--- src/design/mormx_pkg.sv ---
// Shared types and codes for the micro-op execute block.
// No dependencies; imported by every module of the block.
package mormx_pkg;

  localparam int QUEUE_DEPTH = 2;

  typedef enum logic [4:0] {
    OP_PROBE  = 5'd0,
    OP_DRIVE  = 5'd1,
    OP_CONST  = 5'd2,
    OP_ADD    = 5'd3,
    OP_SUB    = 5'd4,
    OP_AND    = 5'd5,
    OP_OR     = 5'd6,
    OP_XOR    = 5'd7,
    OP_SHL    = 5'd8,
    OP_SHR    = 5'd9,
    OP_MUL    = 5'd10,
    OP_EQ     = 5'd11,
    OP_NE     = 5'd12,
    OP_NOT    = 5'd13,
    OP_TRUNC  = 5'd14,
    OP_ZEXT   = 5'd15,
    OP_SEXT   = 5'd16,
    OP_MUX    = 5'd17,
    OP_JUMP   = 5'd18,
    OP_BRANCH = 5'd19,
    OP_WAIT   = 5'd20,
    OP_HALT   = 5'd21
  } opcode_t;

  typedef enum logic [2:0] {
    ACT_CONTINUE = 3'd0,
    ACT_DRIVE    = 3'd1,
    ACT_GOTO     = 3'd2,
    ACT_WAIT     = 3'd3,
    ACT_HALT     = 3'd4
  } action_t;

  typedef struct packed {
    opcode_t     op;
    logic [6:0]  dest;
    logic [6:0]  ra;
    logic [7:0]  rb;
    logic [7:0]  rc;
    logic [6:0]  width;
    logic [63:0] imm;
    logic [15:0] sig;
    logic        clear;
  } uop_t;

endpackage

--- src/design/mormx_front.sv ---
// Front end: accepts input words, classifies opcodes and registers one micro-op.
// Depends on mormx_pkg.
module mormx_front #(
  parameter int NUM_BLOCKS      = 256,
  parameter int SIGNAL_ID_WIDTH = 16
) (
  input  logic              clk,
  input  logic              rst,
  input  logic              s_tvalid,
  output logic              s_tready,
  // opcode, dest_reg, src_a, src_b, src_c, op_width, immediate, signal_id, probe_value
  input  logic [191:0]      s_tdata,
  // probe_unknown, clear_regs
  input  logic [1:0]        s_tuser,
  output mormx_pkg::uop_t   f_data,
  output logic              f_valid,
  input  logic              f_ready
);
  import mormx_pkg::*;

  localparam logic [15:0] SIG_MASK = (SIGNAL_ID_WIDTH >= 16) ? 16'hFFFF :
    16'((32'd1 << SIGNAL_ID_WIDTH) - 32'd1);

  uop_t        dec;
  logic [4:0]  opc;
  logic [63:0] pval;

  assign s_tready = !f_valid || f_ready;
  assign opc  = s_tdata[4:0];
  assign pval = s_tdata[185:122];

  always_comb begin
    dec.op    = (opc > 5'd21) ? OP_HALT : opcode_t'(opc);
    dec.dest  = s_tdata[11:5];
    dec.ra    = s_tdata[18:12];
    dec.rb    = s_tdata[26:19];
    dec.rc    = s_tdata[34:27];
    dec.width = s_tdata[41:35];
    dec.imm   = s_tdata[105:42];
    dec.sig   = s_tdata[121:106] & SIG_MASK;
    dec.clear = s_tuser[1];
    if (dec.op == OP_PROBE) begin
      dec.imm = s_tuser[0] ? 64'd0 : pval;
    end
    if (dec.op == OP_JUMP && dec.imm >= 64'(NUM_BLOCKS)) begin
      dec.op = OP_HALT;
    end
  end

  always_ff @(posedge clk) begin
    if (rst) begin
      f_valid <= 1'b0;
    end else if (s_tready) begin
      f_valid <= s_tvalid;
    end
  end

  always_ff @(posedge clk) begin
    if (s_tready && s_tvalid) begin
      f_data <= dec;
    end
  end

endmodule

--- config.mk ---
export PLATFORM = sky130hd
export DESIGN_NAME = mormx_front
export DESIGN_NICKNAME = d
export VERILOG_FILES = /design/src/design/mormx_pkg.sv /design/src/design/mormx_front.sv
export SDC_FILE = /design/constraint.sdc
export NUM_CORES = 1
export LEC_CHECK = 0
export ABC_CLOCK_PERIOD_IN_PS = 6000
export BUFFER_PORTS_ARGS = -buffer_cell sky130_fd_sc_hd__buf_2
export CORE_UTILIZATION = 30
export DETAILED_ROUTE_END_ITERATION = 16
export SKIP_CTS_REPAIR_TIMING = 1
export SKIP_LAST_GASP = 1
export SYNTH_ARGS = -nofsm -noshare
export SYNTH_HDL_FRONTEND = slang
export SYNTH_SLANG_ARGS = --single-unit
--- constraint.sdc ---
create_clock -name clk -period 6 [get_ports clk]
set_input_delay 0 -clock clk [delete_from_list [all_inputs] [get_ports clk]]
set_output_delay 0 -clock clk [all_outputs]
set_load 0.1 [all_outputs]
# == Yosys cells after proc, flatten, opt, wreduce, memory -nomap -nowiden ==
# Index checks and enable logic that the tools add are counted.
# totals
regBits,124
word_cells,21
out_inout_bits,125
in_bits,198
# op_classes
n_mux,3
reduce_logical,5
eq_ne,1
magnitude_cmp,2
# op_table
operator,count
64-bit two-way mux,2
"64-bit by 9-bit greater-or-equal comparator with 1-bit output, second input constant",1
"5-bit == test, second input constant",1
"5-bit greater-than comparator, second input constant",1
5-bit logical NOT,1
5-bit two-way mux,1
1-bit logical AND,2
1-bit logical NOT,1
1-bit logical OR,1

# == Depth between registers and ports, before layout ==
# logic_depth
word_depth,6
ltp_mapped,7
mapped_depth_nobuf,6

# == Least setup slack after synthesis ==
# No wires, ideal clock.
# synth_path
path_kind,register to register
from,register f_valid
to,"register f_data[0] (netlist name), enable pin"
stages_incl_launch_ff,3
period_less_slack_ps,5000
setup_ps,496
arrival_time_ps,4505
required_time_ps,5504
path_buffers,0
setup_slack_ps,1000
cell_sequence,dfxtp_1 -> nand2b_1 -> and2_1
# synth_between
elab_chain_cells,3
# synth_rtl
item,line_no,text
from (decl),mormx_front.sv:16,"output logic f_valid,"
from (signal assigned),mormx_front.sv:54,f_valid <= s_tvalid;
1-bit logical NOT,mormx_front.sv:28,assign s_tready = !f_valid || f_ready;
1-bit logical OR,mormx_front.sv:28,
net s_tready,mormx_front.sv:10,"output logic s_tready,"
1-bit logical AND,mormx_front.sv:59,if (s_tready && s_tvalid) begin
to (signal assigned),mormx_front.sv:60,f_data <= dec;
to (decl),mormx_front.sv:15,"output mormx_pkg::uop_t f_data,"
# The timed path passes the listed nets, and every way through them passes these cells.
# A chain may end at the register's enable or synchronous reset.

# == Worst setup path in the final report ==
# layout_path
from,input port s_tdata[3]
to,register f_data[120] (netlist name) (data pin)
# layout_between
elab_chain_cells,6
word_cells_on_any_way,7
classes_between,2 x order compare; 1 x eq/ne; 2 x mux; 2 x reduce/logical
# layout_rtl
item,line_no,text
from (decl),mormx_front.sv:12,"input logic [191:0] s_tdata,"
5-bit greater-than comparator,mormx_front.sv:33,dec.op = (opc > 5'd21) ? OP_HALT : opcode_t'(opc);
5-bit two-way mux (*),mormx_front.sv:33,
5-bit logical NOT,mormx_front.sv:42,if (dec.op == OP_PROBE) begin
64-bit two-way mux,mormx_front.sv:42,
64-bit by 9-bit greater-or-equal comparator with 1-bit output,mormx_front.sv:45,if (dec.op == OP_JUMP && dec.imm >= 64'(NUM_BLOCKS)) begin
1-bit logical AND,mormx_front.sv:45,
# Every way passes the cells marked *; elsewhere a longest branch is shown, timed or not.

==> results summary <==
Port buffering added around 320 buffers. Of the synthesized area, sequential elements account for 0.719. The library cell used most frequently in the layout, excluding fill and tap cells, is buf_2. The number of distinct library cell variants in the gate-level netlist after synthesis came out at 29. The global placement routability congestion is approximately 0.83. Measured against its own limit, the worst slew margin works out to 0.348.

At the end of the flow, the number of nets in the layout was 1,066. In this run the count of I/O pins placed on the die edge is around 320. For this configuration, the core starts out at a cell density of 0.309. The wire length per cell after detailed routing is about 17 um. The share of synthesized area in the top cell type comes to 0.715. The floorplan step set the die width to between 100 and 150 um.

The remaining antenna violation count after routing is 0. The clock tree synthesis step divided the H-tree into 4 levels. The tightest hold path in the finished design has a slack of -45.6 ps. The number of antenna violations at the first check in global routing is 1. Timing would allow up to roughly 0.34 GHz. The post-synthesis share of cell area spent on xor and xnor gates is 0. Entering global routing, the biggest net connects 70 pins. The vias per cell came out at approximately 4.6. The clock sink total is roughly 120. Of all cell types, the one taking the most synthesized area is edfxtp_1. The post-synth net total came out at roughly 600. Clock skew on the completed layout was measured at 8.17 ps. The tool flagged a number of max-cap violations equal to 0. The biggest cell delay along the critical path came out at around 560 ps. The post-synthesis instance area came out at between 5000 and 6000 um^2. The worst setup path is launched from an input port. Among all stages on the critical path, the largest delay is contributed by dlygate4sd3_1.

The leakage power figure came out at 3.97 nW. The clock tree root buffer cell is clkbuf_16. The length of the first detailed-routing pass in iterations came out at 4. The data required time at the worst endpoint is a little over 6000 ps. The number of hold violations in the final report came out at 17.

The height of the die came out at ~130 um. The worst hold path belongs to the class input port to flop. The region available for standard cell placement spans around 17,000 um^2.

Setup violations remaining at the end of the flow were counted as 0. In the layout the commonest cells are 316 x buf_2, 152 x dlygate4sd3_1, 123 x edfxtp_1. The timing startpoint of the critical path is s_tdata[3]. The total die area came out at approximately 18,000 um^2. The number of global-route vias before repair is about 4,400. The synthesized instance count came out at around 400. Broken down by cell family, the worst path's largest delay share belongs to buffers and inverters. In this run the worst path has a maximum fanout of between 60 and 70. Clock tree synthesis inserted a total of 17 buffers.

The transition time of the tightest slew-check pin is 978 ps. In the post-synthesis netlist, the biggest area contributors are edfxtp_1 71%, nand2b_1 7.6%, o21ai_0 6.3%. The total power consumption of the routed design is 2.86 mW.

The final-report max-slew violation count is 0. For this run, the share of the core covered by cells in the final layout is 0.547. The count of vias placed by the detailed router came out at roughly 5,000. From synthesis to final layout, the design area changed by 76.8%. The synthesized-area fraction occupied by ao, oa, aoi and oai cells came out at 0.0746. The clock transition time at the flip-flop clock pins of the worst setup and hold paths came out at roughly 60 ps.

The HPWL reported at the end of detailed placement came out at 13.1 mm. The mux cell area share after synthesis came out at 0. The critical path goes through dlygate4sd3_1 > buf_2 > nor3_2 > nand2_4 > buf_4 > nand2_1 > o31ai_1 > a21oi_2 > o31ai_1 > dlygate4sd3_1. Setup repair after global routing left no endpoint under its margin. After synthesis, the largest family of logic cells by area is simple AND/OR/NAND/NOR gates. The number of cell rows is 47.

The synthesized flop and latch total is 124. The synthesized area per cell is 12.9 um^2. The checks that failed: negative hold slack. The start point of the worst hold path is s_tdata[147]. The global router's overall resource usage came out at 0.188. For this run the aggregate overflow at the end of global routing stands at 0. The flow ran to the end, but the final reports show violations. The portion of the clock cycle consumed by the worst path in the final layout is 0.486. TritonCTS built the clock tree.

The DRC violations left came out at 0. The count of synthesis-stage warnings from yosys came out at 0. The total power density per cell area is between 300 and 400 nW/um^2.

The detailed router finished its first iteration with ~280 violations. The later pin in the worst-skew pair is clocked with a latency of roughly 400 ps. The simple-gate share of the synthesized area came out at 0.187. The data arrival time of the worst path is roughly 3000 ps. The critical path in this run is classified as input port to flop.

The count of buffer and inverter cells on the critical path came out at 4. The clock passes through at most 2 buffers. The share of post-route cells with drive strength above 1 is 0.403.

The final sum of negative setup slack came out at 0 ps. The source of the worst register-to-register timing path is f_valid. The shortest clock period the worst path allows after layout came out at around 2900 ps. The worst setup path is captured at a flop. For this block, the routed nets add up to around 19 mm of wire. The maximum VDD drop is 181 uV. The adder-cell share of the synthesized area is 0. The first-pass GRT wire length is 24.5 mm.
[per-layer routing]
metal / track usage / up-vias / part of all wire
met1: 0.218 / 2336 / 0.39
met3: 0.0460 / 28 / 0.056
met2: 0.337 / 241 / 0.53
li1: - / 2415 / -
met5: 0 / - / 0
met4: 0.0669 / 0 / 0.021
[cell families after synthesis]
kind of cell / count (synthesis)
flops: 124
compound gates: 74
buf+inv: 24
simple gates: 179
[metrics by stage]
stage               hold slack, ps  setup WS, ps  cells  instance area [um^2]
floorplan                     69.1          1000    401                  5170
global placement               161          3680    917                  6950
detailed placement             169          3630    917                  6950
CTS                           -264          3630    949                  7610
global route                 -8.11          2890   1102                  9140
finish                       -45.6          3080   1102                  9140
[synth_stat cells, drive strengths merged]
master,n
a21oi,4
a31oi,1
and2,1
and4b,1
buf,5
clkbuf,17
dfxtp,1
edfxtp,123
inv,2
nand2,66
nand2b,63
nand3,1
nand4,5
nand4b,1
nor2,6
nor2b,1
nor3,3
nor4,27
o21ai,66
o311a,1
o31ai,2
or2b,2
or4,2
[worst paths after layout]
| path | end | slack (ps) | cells past startpoint |
|---|---|---|---|
| worst max-delay path | f_data[120] | 3080 | 10 |
| worst min-delay path | f_data[42] | -50 | 3 |
| worst max register to register | f_data[72] | 3640 | 3 |
| worst min register to register | f_data[105] | 1080 | 2 |
[worst min-delay path: stages]
cell      delay (ps)
buf_2             80
nand2b_1          40
o21ai_0          120
[registers in the layout, summed over array words and instances, names as in the netlist]
| name | count |
|---|---|
| f_data | 123 |
| f_valid | 1 |
[power breakdown]
group / internal [mW] / total [mW] / switching, mW
combinational: 0.168 / 0.662 / 0.494
clock: 0.750 / 1.16 / 0.414
sequential: 1.02 / 1.03 / 0.0131
total: 1.94 / 2.86 / 0.920
[area by class of cell]
class / count / area, um^2
Antenna cell: 1 / 2.50
Clock buffer: 18 / 429
Clock inverter: 14 / 233
Fill cell: 1440 / 7560
Inverter: 2 / 7.51
Multi-Input combinational cell: 253 / 1360
Sequential cell: 124 / 3710
Tap cell: 220 / 275
Timing Repair Buffer: 470 / 3120
(Power assumes the default switching activity.)
