File: config.mk
export PLATFORM = sky130hd
export DESIGN_NAME = mormx_queue
export DESIGN_NICKNAME = d
export VERILOG_FILES = /design/src/design/mormx_pkg.sv /design/src/design/mormx_queue.sv
export SDC_FILE = /design/constraint.sdc
export NUM_CORES = 1
export LEC_CHECK = 0
export ABC_CLOCK_PERIOD_IN_PS = 7160
export CAP_MARGIN = 5
export CORE_AREA = 2 2 219 156
export DETAILED_ROUTE_END_ITERATION = 10
export DIE_AREA = 0 0 221 158
export DONT_BUFFER_PORTS = 1
export PLACE_DENSITY = 0.47
export SYNTH_ARGS = -nofsm -noshare
export SYNTH_HDL_FRONTEND = slang
export SYNTH_SLANG_ARGS = --single-unit
File: constraint.sdc
create_clock -name clk -period 7.16 [get_ports clk]
set_clock_uncertainty 0.1 [all_clocks]
set_input_delay 0.716 -clock clk [delete_from_list [all_inputs] [get_ports clk]]
set_output_delay 0.716 -clock clk [all_outputs]
set_load 0.02 [all_outputs]
File: src/design/mormx_pkg.sv
// Shared types and codes for the micro-op execute block.
// No dependencies; imported by every module of the block.
package mormx_pkg;

  localparam int QUEUE_DEPTH = 2;

  typedef enum logic [4:0] {
    OP_PROBE  = 5'd0,
    OP_DRIVE  = 5'd1,
    OP_CONST  = 5'd2,
    OP_ADD    = 5'd3,
    OP_SUB    = 5'd4,
    OP_AND    = 5'd5,
    OP_OR     = 5'd6,
    OP_XOR    = 5'd7,
    OP_SHL    = 5'd8,
    OP_SHR    = 5'd9,
    OP_MUL    = 5'd10,
    OP_EQ     = 5'd11,
    OP_NE     = 5'd12,
    OP_NOT    = 5'd13,
    OP_TRUNC  = 5'd14,
    OP_ZEXT   = 5'd15,
    OP_SEXT   = 5'd16,
    OP_MUX    = 5'd17,
    OP_JUMP   = 5'd18,
    OP_BRANCH = 5'd19,
    OP_WAIT   = 5'd20,
    OP_HALT   = 5'd21
  } opcode_t;

  typedef enum logic [2:0] {
    ACT_CONTINUE = 3'd0,
    ACT_DRIVE    = 3'd1,
    ACT_GOTO     = 3'd2,
    ACT_WAIT     = 3'd3,
    ACT_HALT     = 3'd4
  } action_t;

  typedef struct packed {
    opcode_t     op;
    logic [6:0]  dest;
    logic [6:0]  ra;
    logic [7:0]  rb;
    logic [7:0]  rc;
    logic [6:0]  width;
    logic [63:0] imm;
    logic [15:0] sig;
    logic        clear;
  } uop_t;

endpackage

File: src/design/mormx_queue.sv
// Two-entry queue of decoded micro-ops between front and back end.
// Depends on mormx_pkg.
module mormx_queue (
  input  logic            clk,
  input  logic            rst,
  input  logic            in_valid,
  output logic            in_ready,
  input  mormx_pkg::uop_t in_data,
  output logic            out_valid,
  input  logic            out_ready,
  output mormx_pkg::uop_t out_data
);
  import mormx_pkg::*;

  uop_t       slots [QUEUE_DEPTH];
  logic       wr_ptr;
  logic       rd_ptr;
  logic [1:0] count;
  logic       push;
  logic       pop;

  assign in_ready  = (count != 2'(QUEUE_DEPTH));
  assign out_valid = (count != 2'd0);
  assign out_data  = slots[rd_ptr];
  assign push      = in_valid && in_ready;
  assign pop       = out_valid && out_ready;

  always_ff @(posedge clk) begin
    if (rst) begin
      wr_ptr <= 1'b0;
      rd_ptr <= 1'b0;
      count  <= 2'd0;
    end else begin
      if (push) begin
        wr_ptr <= !wr_ptr;
      end
      if (pop) begin
        rd_ptr <= !rd_ptr;
      end
      count <= count + 2'(push) - 2'(pop);
    end
  end

  always_ff @(posedge clk) begin
    if (push) begin
      slots[wr_ptr] <= in_data;
    end
  end

endmodule

# == Word level (Yosys, flattened, before mapping) ==
# Memories as Yosys holds them, arrays and structs flattened. A register that Yosys moved wholly into a read port is not among the register bits.
# Index checks and enable logic that the tools add are counted.
# word_totals
wordCells,16
ramBits,246
output_inout_bits,125
n_memories,1
input_bits,127
regBits,4
# op_classes
reduce_logical,5
eq_ne,1
mux,4
addsub,2
# memory_table
memory,depth,word_bits,read_ports,rd_ports_with_merged_regs,write_ports,line_no,rtl
slots,2,123,1,1,1,mormx_queue.sv:15,uop_t slots [QUEUE_DEPTH];
# op_table
operator,n
$mux 1,4
$add 2x1->2,1
$logic_and 1x1->1,2
$logic_not 1->1,2
$ne 2x2->1 const B,1
$reduce_bool 2->1,1
$sub 2x1->2,1

# == Logic depth before layout (Yosys ltp) ==
# Gate-level depths: netlist of run 1.
# depth
word_depth,4
mapped_depth,6
ltp_nobuf,6

# == Worst setup path before layout of run 1 ==
# Ideal clock, no wire load.
# synth_timing
path_type,flip-flop to flip-flop
startpoint,register count[0]
endpoint,memory slots[1][0] (netlist bit) (enable)
n_path_buf,0
path_slack_ns,2.961
t_arrival_ns,3.602
required_ns,6.562
stages_incl_launch_ff,3
path_cell_list,dfxtp_1 -> nand2b_1 -> and3_1
# synth_between
elab_chain_len,4
# synth_rtl
item,line_no,rtl
"start, declared",mormx_queue.sv:18,logic [1:0] count;
"start signal, assigned",mormx_queue.sv:40,count <= count + 2'(push) - 2'(pop);
$ne 2x2->1,mormx_queue.sv:22,assign in_ready = (count != 2'(QUEUE_DEPTH));
net in_ready,mormx_queue.sv:7,"output logic in_ready,"
$logic_and 1x1->1,mormx_queue.sv:25,assign push = in_valid && in_ready;
$mux 1,mormx_queue.sv:45,if (push) begin
$mux 1 (implied by the code),mormx_queue.sv:46,slots[wr_ptr] <= in_data;
"end, declared",mormx_queue.sv:15,
# The timed path passes the listed nets, and every way through them passes these cells.

==> results of run 1 <==
final cells by class:
cell class	instances	area [um^2]
timing repair buffer	4	30.0
antenna	2	5.00
clock inverter	12	53.8
clock buffer	29	641
sequential	251	7490
fill	3109	22400
tap	435	544
inverter	1	6.26
multi-input combinational	146	1810
routing by layer:
metal	wire [um]	track usage	share of wire
met1	6160	0.0998	0.36
met2	7810	0.140	0.46
met3	2620	0.0685	0.15
met4	536	0.0313	0.031
met5	0	0	0
through the flow:
| stage | area, um^2 | worst slack (ns) | hold slack (ns) |
|---|---|---|---|
| final | 10600 | 3.98 | 0.155 |
| after global routing | 10600 | 3.79 | 0.124 |
| after CTS | 10600 | 3.89 | 0.124 |
| after detailed placement | 9880 | 4.16 | 0.402 |
| after global placement | 9880 | 4.24 | 0.397 |
| after floorplan | 9410 | 2.96 | 0.372 |
cell families after synthesis:
logic type	share of synthesized area
adders and majority gates	0.00133
DFF	0.796
muxes	0.175
and+or+nand+nor	0.00931
AOI/OAI and AO/OA	0.00465
xor gates and xnor gates	0.000931
buffers and inverters	0.0132
flip-flops by register name, summed over array words and instances, names as in the netlist, named ones only:
register,cells
slots,246
wr_ptr,1
count,2
rd_ptr,1
path summary, 6_finish.rpt:
check / startpoint / to / slack (ns) / cells past startpoint
max: flip-flop / out_data[22] / 3.98 / 2
min: rst / flip-flop / 0.16 / 1
max reg2reg: count[0] / slots[1][30] / 4.17 / 3
min reg2reg: rd_ptr / rd_ptr / 0.41 / 2
cells in the final DEF, fill, tap and decap left out, types with 2 or more instances in the layout:
master and instances:
edfxtp_1 246, mux2_4 70, mux2_2 53, clkbuf_16 25, clkinv_1 8, nor2_1 4
clkbuf_1 4, dfxtp_1 4, buf_4 4, clkinv_2 3, diode_2 2, o21ai_0 2
power breakdown:
part	switching, mW	total [mW]	internal (mW)
Combinational	0.486	0.764	0.278
Sequential	0.0477	1.84	1.79
Clock	0.497	1.13	0.631
Total	1.03	3.73	2.70
critical path, stage by stage (launching register included):
cell and delay, ns:
dfxtp_4 0.53, buf_4 0.77, mux2_2 0.49
==> results.toml, run 1 <==
[synth]
yosysSeqAreaShare = 0.796
synthTopCellsByArea = "edfxtp_1, mux2_4, mux2_2"
yosys-top-cells-count = "edfxtp_1, mux2_4, mux2_2, buf_6, buf_2"
syn_area_per_cell_um2 = 22.8
synth_top_area_share = 0.785
syn-cell-area_um2 = 9410
async_flop_share = 0
syn_nets = 540
synth_cell_type_count = 25
synth-main-ff-cell = "edfxtp_1"
synth_edf_count = 246
synthCells = 412
ys_ff_latch = 251
synth_top_area_cell = "edfxtp_1"
yosysMostFrequentCell = "edfxtp_1"
yosysWarnings = 0

[setup_path]
crit_fanout = 61
end_kind = "primary output"
crit_required_ns = 6.34
crit_arrival_ns = 2.36
start_kind = "flip-flop"
criticalPathCategory = "flip-flop to primary output"

[timing]
setup_violations = 0
rsz0062_at_grt = "no"
hold_violations = 0
tightest_slew_ns = 0.912
fin_setup_tns_ns = 0
slew_headroom = 0.392
finalCriticalPeriod_ns = 3.18
fmax_ghz = 0.315
finalCritPeriodShare = 0.444
finalMaxSlewViolations = 0

[cts]
ctsResizeCount = 0
clk_latency_ns = 0.52
clockBufferDepth = 3
holdBufCountCts = 0
cts_max_level = 1
cts_sinks = 251
post-cts-setup-buffer-count = 0
root_buffer = "clkbuf_16"
clk_pin_slew_worst_paths_ns = 0.06
cts_tree = "built"
numCtsBuffers = 25

[cells_and_area]
drive_gt1_frac = 0.366
fin_cells = 880
area_growth_pct = 12.4
fin_util = 0.320
nNetsFinal = 557

[place]
placed_cells = 837
gp_congestion = 0.705
port_buffers = 0
dp_hpwl_um = 11400

[drt]
firstDrtPassIters = 4
routedWlPerCell_um = 19.5
routed_wl_um = 17100
dr_total_vias = 3708
viasPerCell = 4.21
final_antenna_net_count = 0
drcViolationCount = 0
drt_iter0_drc = 222

[worst_hold_path]
min_path_type = "input pin to flip-flop"

[power_and_ir_drop]
p_leak_nw = 3.47
p_per_area_nw_per_um2 = 352
power_mw = 3.73
peakVddDrop_mv = 0.160

[outcome]
status = "complete, no violations"

[floorplanning]
start_util = 0.285
fp.dieW_um = 221
die_y_um = 158
die_area_um2 = 34900
coreArea_um2 = 33000
rows = 56
ios = 252

[global_route]
grt_usage = 0.0923
grt_pass1_vias = 3922
gr-total-overflow = 0
antenna_found_initial = 1
grt_pass1_wl_um = 24400
grt_max_degree = 65

[run]
drv_cap = 0
Note: power is estimated with default switching activity, not from simulation.
==> inputs of run 2 (changes only) <==
--- a/config.mk
+++ b/config.mk
@@ -5,13 +5,14 @@
 export SDC_FILE = /design/constraint.sdc
 export NUM_CORES = 1
 export LEC_CHECK = 0
-export ABC_CLOCK_PERIOD_IN_PS = 7160
+export ABC_AREA = 1
+export ABC_CLOCK_PERIOD_IN_PS = 2700
 export CAP_MARGIN = 5
 export CORE_AREA = 2 2 219 156
 export DETAILED_ROUTE_END_ITERATION = 10
 export DIE_AREA = 0 0 221 158
 export DONT_BUFFER_PORTS = 1
-export PLACE_DENSITY = 0.47
+export PLACE_DENSITY = 0.49
 export SYNTH_ARGS = -nofsm -noshare
 export SYNTH_HDL_FRONTEND = slang
 export SYNTH_SLANG_ARGS = --single-unit
==> constraint.sdc (replaced) <==
create_clock -name clk -period 2.7 [get_ports clk]
set_clock_uncertainty 0.1 [all_clocks]
set_input_delay 0.27 -clock clk [delete_from_list [all_inputs] [get_ports clk]]
set_output_delay 0.27 -clock clk [all_outputs]
set_load 0.02 [all_outputs]
==> results.toml, run 2 <==
[outcome]
status = "complete, no violations"

[setup_path]
rrSetupSlack_ns = 0.77
critPathSlowestCell = "mux2_2"
crit_arrival_ns = 1.77
r2r_start = "count[1]"
r2r_end = "slots[0][98]"
criticalPathCategory = "flip-flop to primary output"
cp_cell_sequence = "buf_12, mux2_2"
crit_required_ns = 2.33
ff2ff_path_depth = 4
path_depth = 2
end_kind = "primary output"
crit_fanout = 66
cp_slowest_stage_delay_ns = 0.46
path_buf_inv = 1
critical-path-top-delay-family = "multiplexers"
crit_path_end = "out_data[122]"
start_kind = "flip-flop"

[floorplanning]
start_util = 0.285
rows = 56
coreArea_um2 = 33000
die_area_um2 = 34900
ios = 252
die_y_um = 158
fp.dieW_um = 221

[timing]
setup_violations = 0
finalCritPeriodShare = 0.793
hold_violations = 0
tightest_slew_ns = 0.803
rsz0062_at_grt = "no"
fmax_ghz = 0.467
slew_headroom = 0.465
fin_setup_tns_ns = 0
finalCriticalPeriod_ns = 2.14
finalMaxSlewViolations = 0

[global_route]
antenna_found_initial = 2
grt_pass1_wl_um = 26400
gr-total-overflow = 0
grt_usage = 0.0965
grt_pass1_vias = 4506
grt_max_degree = 82

[synth]
syn-cell-area_um2 = 9400
yosysMostFrequentCell = "edfxtp_1"
synth_top_area_cell = "edfxtp_1"
synth_cell_type_count = 15
yosysSeqAreaShare = 0.796
async_flop_share = 0
synthCells = 419
syn_nets = 547
synthTopCellsByArea = "edfxtp_1, mux2_4, mux2_2"
syn_area_per_cell_um2 = 22.4
ys_ff_latch = 251
synth_top_area_share = 0.786
synth-main-ff-cell = "edfxtp_1"
synth_edf_count = 246
yosysWarnings = 0
yosys-top-cells-count = "edfxtp_1, mux2_4, mux2_2, nor2_1"

[power_and_ir_drop]
switching_share = 0.288
p_per_area_nw_per_um2 = 943
peakVddDrop_mv = 0.502
p_clk_frac = 0.305
pwr-share-seq = 0.448
combPwrFrac = 0.247
p_leak_nw = 4.09
p_switching_mw = 3.27
p_int_mw = 8.07

[cells_and_area]
nNetsFinal = 692
n_antenna_cell = 0
final_cell_mix = "edfxtp_1, dlygate4sd3_1, mux2_4, mux2_2, clkbuf_16"
mostFrequentLayoutCell = "edfxtp_1"
drive_gt1_frac = 0.298
largest_reg_flops = 246
nFillCells = 3016
area_growth_pct = 28.0
top_register = "slots"
reg.largest.list = "slots x246, count x2"
fin_util = 0.364

[cts]
cts_tree = "built"
cts_sinks = 251
cts_max_level = 1
clockBufferDepth = 3
holdBufCountCts = 126
clk_pin_slew_worst_paths_ns = 0.06
ctsResizeCount = 0
numCtsBuffers = 25
root_buffer = "clkbuf_16"
post-cts-setup-buffer-count = 0
clk_latency_ns = 0.52

[place]
dp_hpwl_um = 11200
gp_congestion = 0.708
port_buffers = 0

[drt]
viasPerCell = 4.16
drt_iter0_drc = 256
routed_wl_um = 17500
dr_total_vias = 4227
final_antenna_net_count = 0
routedWlPerCell_um = 17.2
drcViolationCount = 0
firstDrtPassIters = 4

[worst_hold_path]
min_path_type = "input pin to flip-flop"

[run]
drv_cap = 0
## run 2: cell types whose count changed in the layout (fill, tap and decap cells not counted), sizes merged, moves of 3 or more
cell / before / now
inv: 1 / 8
nand2: 0 / 8
bufinv: 0 / 4
nor2: 4 / 9
clkinvlp: 0 / 3
dlygate4sd3: 0 / 126
clkinv: 12 / 6
## run 2: final cells by class
cell class | count | area, um^2 | share of cell area
Multi-Input combinational cell | 146 | 1780 | 0.148
Clock inverter | 13 | 175 | 0.0146
Sequential cell | 251 | 7490 | 0.623
Inverter | 8 | 30.0 | 0.00250
Tap cell | 435 | 544 | 0.0452
Clock buffer | 31 | 648 | 0.0539
Timing Repair Buffer | 132 | 1360 | 0.113
## run 2: through the flow
step | cell area (um^2) | hold WS [ns] | power [mW] | setup slack [ns] | std cells
floorplan | 9430 | 0.234 | 7.45 | -0.220 | 419
global placement | 9940 | 0.235 | 7.79 | 0.853 | 846
detailed placement | 9940 | 0.243 | 7.85 | 0.768 | 846
CTS | 12000 | 0.257 | 11.6 | 0.486 | 1016
global route | 12000 | 0.272 | 11.9 | 0.469 | 1016
finish | 12000 | 0.298 | 11.3 | 0.560 | 1016
## run 2: logic make-up after synthesis
logic type                 synth area share
adders and majority gates           0.00133
AOI/OAI and AO/OA                   0.00106
xor gates and xnor gates           0.000932
DFF                                   0.796
and+or+nand+nor                     0.00785
buffers and inverters                0.0170
muxes                                 0.175
## run 2: power groups by stage
stage / sequential, mW / combinational (mW) / clock, mW
final: 5.08 / 2.80 / 3.46
after CTS: 5.09 / 2.86 / 3.60
after floorplan: 5.15 / 2.30 / 0
after global placement: 5.14 / 2.64 / 0
after detailed placement: 5.18 / 2.68 / 0
after global routing: 5.14 / 2.96 / 3.76
## run 2: worst reg2reg max path, cell delays in order, from the launching register on
cell and delay [ns]:
dfxtp_1 0.36, nand2_4 0.16, nand2_4 0.10, nor2_4 0.13, buf_4 0.61
## run 2: routing by layer
metal  track usage  up-vias  part of all wire
li1              -     1932                 -
met1         0.121     2097              0.43
met2         0.149      160              0.46
met3        0.0466       34             0.093
met4        0.0262        4             0.023
met5             0        -            0.0015
## run 2: how the worst min path moves through the flow
stage / startpoint / end / slack (ns) / depth (start not counted)
2_1_floorplan: rst / count[0] / 0.23 / 1
3_3_place_gp: rst / count[0] / 0.23 / 1
3_5_place_dp: rst / count[0] / 0.24 / 1
4_1_cts: in_data[38] / slots[0][38] / 0.26 / 1
5_1_grt: in_data[44] / slots[1][44] / 0.27 / 1
6_report: in_data[38] / slots[0][38] / 0.30 / 1
